File: config.mk
export PLATFORM = sky130hd
export DESIGN_NAME = ctu_prienc
export DESIGN_NICKNAME = d
export VERILOG_FILES = /design/src/hw/rtl/ctu_prienc.sv
export SDC_FILE = /design/constraint.sdc
export NUM_CORES = 1
export LEC_CHECK = 0
export ABC_CLOCK_PERIOD_IN_PS = 3700
export BUFFER_PORTS_ARGS = -buffer_cell sky130_fd_sc_hd__buf_4
export CORE_MARGIN = 5
export CORE_UTILIZATION = 42
export DETAILED_ROUTE_END_ITERATION = 12
export PLACE_DENSITY_LB_ADDON = 0.25
export SYNTH_ARGS = -nofsm -noshare
export SYNTH_HDL_FRONTEND = slang
export SYNTH_SLANG_ARGS = --single-unit
export TNS_END_PERCENT = 5
File: constraint.sdc
create_clock -name vclk -period 3.7
set_input_delay 0.185 -clock vclk [all_inputs]
set_output_delay 0.185 -clock vclk [all_outputs]
set_load 0.02 [all_outputs]
File: src/hw/rtl/ctu_prienc.sv
// ----------------------------------------------------------------------------
// ctu_prienc: lowest-index priority encoder
// Reports whether any request bit is set and the index of the lowest one.
// ----------------------------------------------------------------------------
module ctu_prienc #(
   parameter int WIDTH = 64
) (
   input  logic [WIDTH-1:0]         req,
   output logic                     hit,
   output logic [$clog2(WIDTH)-1:0] idx
);

   localparam int IDX_W = $clog2(WIDTH);

   always_comb begin
      hit = 1'b0;
      idx = '0;
      for (int i = WIDTH - 1; i >= 0; i--) begin
         if (req[i]) begin
            hit = 1'b1;
            idx = IDX_W'(i);
         end
      end
   end

endmodule

==> impl_metrics.csv <==
group,metric,value,unit
synthesis,yosysMostFrequentCell,"nor2_1",
finish,n_sequential_cell,0,
synthesis,syn-num-nets,204,
power_and_ir_drop,clockPowerShare,0,%
sta,tightest_slew,0.784,ns
sta,fmaxAchievable,543,MHz
synthesis,ys_warn_count,0,
finish,nNetsFinal,277,
worst_setup_path,crit_path_cell_trace,"buf_4, or4_4, o21ai_1, a21oi_1, o21ai_1, o2111ai_1, a21boi_1, buf_4",
synthesis,syn_area,763,um2
global_route,antenna_found_initial,0,
global_route,overflow,0,
place,io_buffers,71,
power_and_ir_drop,combPwrFrac,100.0,%
cts,cts_resized,0,
outcome,status,"finished, final reports clean",
sta,fin_tns_setup,0,ns
worst_setup_path,arrival,1.66,ns
cts,post_cts_buffers,0,
synthesis,synth_top_area_share,14.3,%
cts,hold_buffers,0,
power_and_ir_drop,total_power,118,uW
detailed_routing,post_drt_wl_per_cell,13.2,um
detailed_routing,vias,1379,
worst_setup_path,cp_slowest_stage_delay,0.53,ns
finish,final_cell_count_no_fill,236,
power_and_ir_drop,p_sw_share,45.8,%
finish,clkbuf_count,0,
synthesis,synthCells,140,
power_and_ir_drop,power_frac_seq,0,%
worst_setup_path,cp.required,3.51,ns
worst_setup_path,crit_path_start_kind,"input port",
floorplanning,io_pins,71,
sta,slew_headroom,47.6,%
synthesis,avgSynthCellArea,5.45,um2
power_and_ir_drop,p_leak,0.583,nW
floorplanning,die_area,2770,um2
finish,finish.utilization,76.9,%
flow_run,drv_cap,0,
floorplanning,core-area,1730,um2
global_route,first_global_vias,1286,
floorplanning,die_h,52.6,um
worst_hold_path,worstHoldStart,"req[1]",
finish,regArea,0,um2
power_and_ir_drop,power.density,88.5,nW/um2
place,place_hpwl,2760,um
synthesis,ys_top_cells_by_area,"nor2_1 14%, nor4_1 12%, a21oi_1 8.5%",
floorplanning,rows,15,
synthesis,synth_top_cells_by_count,"29 x nor2_1, 15 x nor4_1, 13 x a21oi_1",
detailed_routing,ant_nets,0,
detailed_routing,drt_iter0_drc,24,
synthesis,synth.distinct_cells,34,
detailed_routing,viasPerCell,5.84,
finish,syn_to_final_growth,73.9,%
power_and_ir_drop,power.internal,63.7,uW
worst_setup_path,cp-end-kind,"output pin",
sta,setup_viol,0,
detailed_routing,routed_wl,3120,um
worst_setup_path,crit_type,"in2out",
floorplanning,initial_core_util,44.2,%
worst_hold_path,min_path_cells,4,
sta,period_minus_slack,1.84,ns
worst_hold_path,hold_end,"idx[2]",
global_route,grt_usage,22.3,%
detailed_routing,drc,0,
floorplanning,dieWidth,52.6,um
worst_hold_path,min_path_type,"in2out",
sta,hold_slack,0.794,ns
global_route,grt_max_degree,6,
worst_setup_path,cp_max_fo,3,
global_route,grt_pass1_wl,5000,um
power_and_ir_drop,p_sw,53.8,uW
sta,hold_viol_final,0,
place,gp_congestion,0.839,
finish,drive_gt1_share,35.5,%
place,place_inst,236,
detailed_routing,dr.pass1.iters,4,
worst_setup_path,cp_slowest_cell,"or4_4",
power_and_ir_drop,ir_drop,66.9,uV
sta,finalCritPeriodShare,49.8,%
synthesis,yosysTopAreaCell,"nor2_1",
synthesis,yosysSeqAreaShare,0,%
sta,grt_setup_unrepaired,"false",
sta,slew_violations,0,
finish,n_antenna_cell,0,
power groups by stage:
stage	Clock [mW]	Combinational, mW	Sequential [mW]
2_1_floorplan	0	0.0352	0
3_3_place_gp	0	0.112	0
3_5_place_dp	0	0.116	0
4_1_cts	0	0.116	0
5_1_grt	0	0.129	0
6_report	0	0.118	0
how the worst max path moves through the flow:
stage	depth (start not counted)	end	slack (ns)	from
detailed placement	7	idx[0]	1.84	req[5]
global route	7	idx[0]	1.73	req[5]
global placement	8	idx[2]	1.89	req[56]
floorplan	6	idx[2]	2.00	req[56]
finish	8	idx[2]	1.86	req[56]
CTS	7	idx[0]	1.85	req[5]
metrics by stage:
| step | setup slack [ns] | area [um2] |
|---|---|---|
| after detailed placement | 1.84 | 1330 |
| after CTS | 1.85 | 1330 |
| after global routing | 1.73 | 1330 |
| after global placement | 1.89 | 1330 |
| final | 1.86 | 1330 |
| after floorplan | 2.00 | 763 |
area by class of cell:
cell class | count | area (um2)
tap | 25 | 31.3
inverter | 12 | 45.0
fill | 141 | 399
multi-input combinational | 128 | 718
timing repair buffer | 71 | 533
routing by layer:
metal  global-route usage [%]  up-vias  share of wire, %
li1                         -      695                 -
met1                     25.5      626                41
met2                     45.7       56                52
met3                     1.42        2               5.6
met4                    0.851        0              0.58
met5                        0        -                 0
worst max-delay path, delay by kind of cell:
kind,cells,cell delay [ns]
buffers and inverters,2,0.28
and+or+nand+nor,1,0.53
AOI/OAI and AO/OA,5,0.67
cell usage in the layout (no fill, tap or decap), types with 2 or more instances in the layout:
| cell | Yosys | routed |
|---|---|---|
| a21oi_1 | 13 | 13 |
| a311oi_1 | 2 | 2 |
| a31oi_1 | 2 | 2 |
| and3_1 | 2 | 2 |
| buf_4 | 0 | 71 |
| inv_1 | 12 | 12 |
| nand2_1 | 8 | 8 |
| nand3_1 | 4 | 4 |
| nand4_1 | 2 | 2 |
| nor2_1 | 29 | 29 |
| nor2b_1 | 3 | 3 |
| nor3_1 | 11 | 11 |
| nor4_1 | 15 | 15 |
| o211ai_1 | 2 | 2 |
| o21ai_0 | 8 | 8 |
| o21ai_1 | 4 | 4 |
| o311ai_1 | 2 | 2 |
| o31ai_1 | 2 | 2 |
| or4_4 | 3 | 3 |
cells by family (layout without fill, tap and decap cells):
logic type             count (synthesis)  in the layout  share of synthesized area (%)
AO/OA/AOI/OAI                         46             46                           39.0
AND/OR/NAND/NOR                       82             82                           55.1
buffers and inverters                 12             83                           5.90
Note: power is estimated with default switching activity, not from simulation.
