$ cat config.mk
export PLATFORM = sky130hd
export DESIGN_NAME = ctu_cell
export DESIGN_NICKNAME = d
export VERILOG_FILES = /design/src/hw/rtl/ctu_pkg.sv /design/src/hw/rtl/ctu_cell.sv
export SDC_FILE = /design/constraint.sdc
export NUM_CORES = 1
export LEC_CHECK = 0
export BUFFER_PORTS_ARGS = -buffer_cell sky130_fd_sc_hd__buf_2
export CAP_MARGIN = 20
export CORE_AREA = 2 2 129 131
export CTS_CLUSTER_SIZE = 14
export DETAILED_ROUTE_END_ITERATION = 12
export DIE_AREA = 0 0 131 133
export PLACE_DENSITY_LB_ADDON = 0.15
export SKIP_LAST_GASP = 1
export SLEW_MARGIN = 0
export SYNTH_ARGS = -nofsm -noshare
export SYNTH_HDL_FRONTEND = slang
export SYNTH_SLANG_ARGS = --single-unit
export TNS_END_PERCENT = 10
$ cat constraint.sdc
create_clock -name clock -period 4.3 [get_ports clock]
set_clock_uncertainty 0.2 [all_clocks]
set_input_delay 0.215 -clock clock [delete_from_list [all_inputs] [get_ports clock]]
set_output_delay 0.215 -clock clock [all_outputs]
set_load 0.005 [all_outputs]
$ cat src/hw/rtl/ctu_pkg.sv
// ----------------------------------------------------------------------------
// ctu_pkg: shared types and constants of the TCP connection tracker
// Header field codes, connection state and status codes, result outcome
// codes and the structs passed between the table cells and the top level.
// ----------------------------------------------------------------------------
package ctu_pkg;

   localparam logic [7:0] PROTO_TCP  = 8'd6;
   localparam logic [7:0] FLAG_FIN   = 8'h01;
   localparam logic [7:0] FLAG_SYN   = 8'h02;
   localparam logic [7:0] FLAG_ACK   = 8'h10;
   localparam logic [7:0] FLAG_MASK  = FLAG_FIN | FLAG_SYN | FLAG_ACK;

   localparam logic [6:0] RETRY_MAX         = 7'd127;
   localparam logic [6:0] RETRY_LIMIT_RESET = 7'd6;
   localparam int         SLOT_W            = 6;

   typedef enum logic [2:0] {
      ST_UNKNOWN = 3'd0,
      ST_SYN     = 3'd1,
      ST_SYNACK  = 3'd2,
      ST_ACK     = 3'd3,
      ST_FIN1    = 3'd4,
      ST_FIN2    = 3'd5
   } conn_state_type;

   typedef enum logic [2:0] {
      CS_UNKNOWN       = 3'd0,
      CS_CONNECTING    = 3'd1,
      CS_CONNECTED     = 3'd2,
      CS_FAILED        = 3'd3,
      CS_DISCONNECTING = 3'd4,
      CS_DISCONNECTED  = 3'd5
   } conn_status_type;

   typedef enum logic [3:0] {
      OC_IGNORED   = 4'd0,
      OC_CREATED   = 4'd1,
      OC_RETRY     = 4'd2,
      OC_FAILED    = 4'd3,
      OC_ADVANCED  = 4'd4,
      OC_EVICTED   = 4'd5,
      OC_CONNECTED = 4'd6,
      OC_CLOSED    = 4'd7,
      OC_NOCHANGE  = 4'd8,
      OC_NOTFOUND  = 4'd9,
      OC_FULL      = 4'd10
   } outcome_type;

   // connection key, ordered source then destination
   typedef struct packed {
      logic [31:0] sa;
      logic [15:0] sp;
      logic [31:0] da;
      logic [15:0] dp;
   } tuple_type;

   typedef struct packed {
      conn_state_type  state;
      conn_status_type status;
      logic [6:0]      retries;
      logic [7:0]      flags;
   } entry_type;

   // write word broadcast to the table cells
   typedef struct packed {
      logic      load_key;
      logic      valid_next;
      tuple_type key;
      entry_type data;
   } wr_cmd_type;

   typedef struct packed {
      outcome_type       outcome;
      logic [SLOT_W-1:0] slot;
      logic              reversed;
      entry_type         data;
   } result_type;

endpackage

$ cat src/hw/rtl/ctu_cell.sv
// ----------------------------------------------------------------------------
// ctu_cell: one connection table slot
// Holds the valid bit, key and connection data of one slot and matches the
// key against the forward and the swapped packet tuple.
// ----------------------------------------------------------------------------
module ctu_cell import ctu_pkg::*; (
   input  logic       clock,
   input  logic       reset,
   input  logic       wr_en,
   input  wr_cmd_type wr_cmd,
   input  tuple_type  fwd_key,
   input  tuple_type  rev_key,
   output logic       vld,
   output logic       hit_fwd,
   output logic       hit_rev,
   output entry_type  ent
);

   logic      valid_ff;
   tuple_type key_ff;
   entry_type ent_ff;

   always_ff @(posedge clock) begin
      if (reset) begin
         valid_ff <= 1'b0;
      end else if (wr_en) begin
         valid_ff <= wr_cmd.valid_next;
      end
   end

   // key and data carry no reset: only read while valid
   always_ff @(posedge clock) begin
      if (wr_en) begin
         ent_ff <= wr_cmd.data;
         if (wr_cmd.load_key) begin
            key_ff <= wr_cmd.key;
         end
      end
   end

   assign vld     = valid_ff;
   assign hit_fwd = valid_ff && (key_ff == fwd_key);
   assign hit_rev = valid_ff && (key_ff == rev_key);
   assign ent     = ent_ff;

endmodule

==> flow_summary.ini <==
[synthesis]
ys.flop_type = edfxtp_1
synth_compound_area_frac = 0.0542
ys_top_cells_by_area = edfxtp_1, xnor2_1, xor2_1, nand4_1, inv_1
avgSynthCellArea_um2 = 13.6
synth_top_family_by_area = XOR/XNOR gates
yosys.area.top_type = edfxtp_1
synth_edf_count = 117
netlist_instances = 429
synth-simple-area-share = 0.0994
synth_area_mm2 = 0.00584
synth.area.mux_share = 0.00171
ys_ff_latch = 118
synth_top_area_share = 0.602
syn_nets = 743
synth_warnings = 0
synth-async-reset-ratio = 0
synth_xor_area_frac = 0.216
synth_fa_ha_area_frac = 0
yosysSeqAreaShare = 0.605
synth_cell_types = 29

[hold_path]
hold_class = in2reg

[detailed_routing]
wire_per_inst_um = 20.0
vias_per_cell = 4.70
vias = 5356
drcViolationCount = 0
drt_iter0_drc = 239
dr.pass1.iters = 5
ant_nets = 0
postRouteWirelength_um = 22800

[power]
irDropWorstVdd_mv = 0.359
power.density_mw_per_mm2 = 353
p_leak_nw = 4.00

[clocking]
cts_buffers = 17
path_clk_slew_ns = 0.06
clockBufferDepth = 2
htree_levels = 4
cts_tree = yes
clock-root-buffer = clkbuf_16
clock_sinks = 118
insertion_delay_ns = 0.42
cts-resized-gates = 0

[grt]
overflow = 0
grt_max_degree = 59
grt_usage = 0.268
grt_pass1_wl_um = 33200
antenna_found_initial = 3
grt_pass1_vias = 5932

[sta]
finalCritPeriodShare = 0.664
finalSetupViolCount = 0
hold_ws_ns = 0.0877
final_hold_viol_count = 0
period_minus_slack_ns = 2.86
max_clock_freq_ghz = 0.350
drv_slew = 0
maxSlewHeadroom = 0.440
setup_ws_ns = 1.44
rsz0062_at_grt = false
setup_tns_ns = 0
worst_pin_slew_ns = 0.840

[worst_setup_path]
critPathRequiredTime_ns = 3.88
critical_path.max_fanout = 2
critPathLaunchType = flip-flop
worstSetupPathType = reg2out
cp-end-kind = primary output
cp_data_arrival_time_ns = 2.44

[floorplan]
die_area_mm2 = 0.0174
die_w_um = 131
coreArea_mm2 = 0.0162
die_h_um = 133
start_util = 0.361
row_count = 47
io_pins = 338

[placement]
dp_slack_ns = 1.83
place_congestion = 0.946
port_buffers = 337
dp.cells = 988
place_hpwl_um = 18300

[cells_and_area]
fill_cells = 1357
nets = 1220
drive_above_1_share = 0.408
multiInputGateArea_mm2 = 0.00217
regArea_mm2 = 0.00353
final_cells = 1140
synthToLayoutAreaGrowth_pct = 64.5

[status]
outcome = complete, no violations

[job]
maxCapViolations = 0
-- routing by layer --
metal	GRT usage	up-vias	share of wire
met4	0.0650	4	0.012
met1	0.314	2516	0.39
met5	0	-	0.0011
met3	0.0748	25	0.079
met2	0.479	257	0.52
li1	-	2554	-
-- critical path: stages, from the launching register on --
cell and delay, ns:
edfxtp_1 0.42, xnor2_1 0.28, nand4_1 0.20, nor4_1 0.52, nand4_1 0.18, nor4_2 0.25, buf_2 0.17
-- synth_stat cells (all sizes together) (2+ instances only) --
cell type and number:
nand3 2, inv 37, a222oi 2, o2bb2ai 5, a2111o 3, o221ai 2
nor3 3, a22o 3, xnor2 103, a221oi 2, xor2 41, a2111oi 2
nand2b 17, edfxtp 117, o22ai 12, nor4 21, nand4 31, nor2b 11
o2111ai 6
-- registers in the layout, summed over array words and instances (netlist names) --
register / cells
key_ff: 96
ent: 21
vld: 1
-- timing repair --
| action | CTS | global route |
|---|---|---|
| setup endpoints to repair | 0 | 0 |
| endpoints found under the hold margin | 118 | 0 |
| buffers inserted | 0 | 0 |
| hold buffers | 119 | 0 |
-- area by class of cell --
class                      count  share of cell area
inverter                      37              0.0145
timing repair buffer         458               0.301
sequential                   118               0.368
tap                          220              0.0287
clock inverter                15              0.0173
multi-input combinational    274               0.226
clock buffer                  17              0.0443
antenna                        1            0.000261
-- kinds of logic (layout without fill, tap and decap cells) --
family | Yosys count | count (layout)
xor+xnor | 144 | 144
mux | 1 | 1
other cells | 0 | 1
compound gates | 39 | 39
buf+inv | 37 | 527
flops | 118 | 118
simple gates | 90 | 90
-- per-stage QoR --
stage	utilization	instance area [um^2]	total power [mW]
3_3_place_gp	0.484	7820	1.89
2_1_floorplan	-	5840	1.62
4_1_cts	0.594	9600	3.42
3_5_place_dp	0.484	7820	1.89
6_report	0.594	9610	3.39
5_1_grt	0.594	9600	3.52
-- path summary, 6_finish.rpt --
check	depth (start not counted)	slack, ns	end	start
min reg2reg	3	1.04	vld	vld
min	1	0.09	ent[15]	wr_en
max reg2reg	3	2.75	vld	vld
max	6	1.44	hit_rev	key_ff[0]
-- where the power goes --
group | switching, mW | total (mW) | internal [mW]
registers | 0.0621 | 1.42 | 1.36
logic | 0.228 | 0.533 | 0.305
clock network | 0.576 | 1.44 | 0.865
total | 0.866 | 3.39 | 2.53
-- placed cells by master (no fill, tap or decap), types with 3 or more instances in the layout --
master | synthesis | layout
buf_2 | 0 | 337
dlygate4sd3_1 | 0 | 119
edfxtp_1 | 117 | 117
xnor2_1 | 103 | 103
xor2_1 | 41 | 41
inv_1 | 37 | 37
nand4_1 | 31 | 31
nor4_1 | 17 | 17
nand2b_1 | 17 | 17
clkbuf_16 | 0 | 17
o22ai_1 | 12 | 12
nor2b_1 | 11 | 11
inv_6 | 0 | 7
o2111ai_1 | 6 | 6
o2bb2ai_1 | 5 | 5
nor4_2 | 4 | 4
a22o_1 | 3 | 3
a2111o_1 | 3 | 3
nor3_1 | 3 | 3
clkinv_4 | 0 | 3
Power figures use the tool's default switching activity.
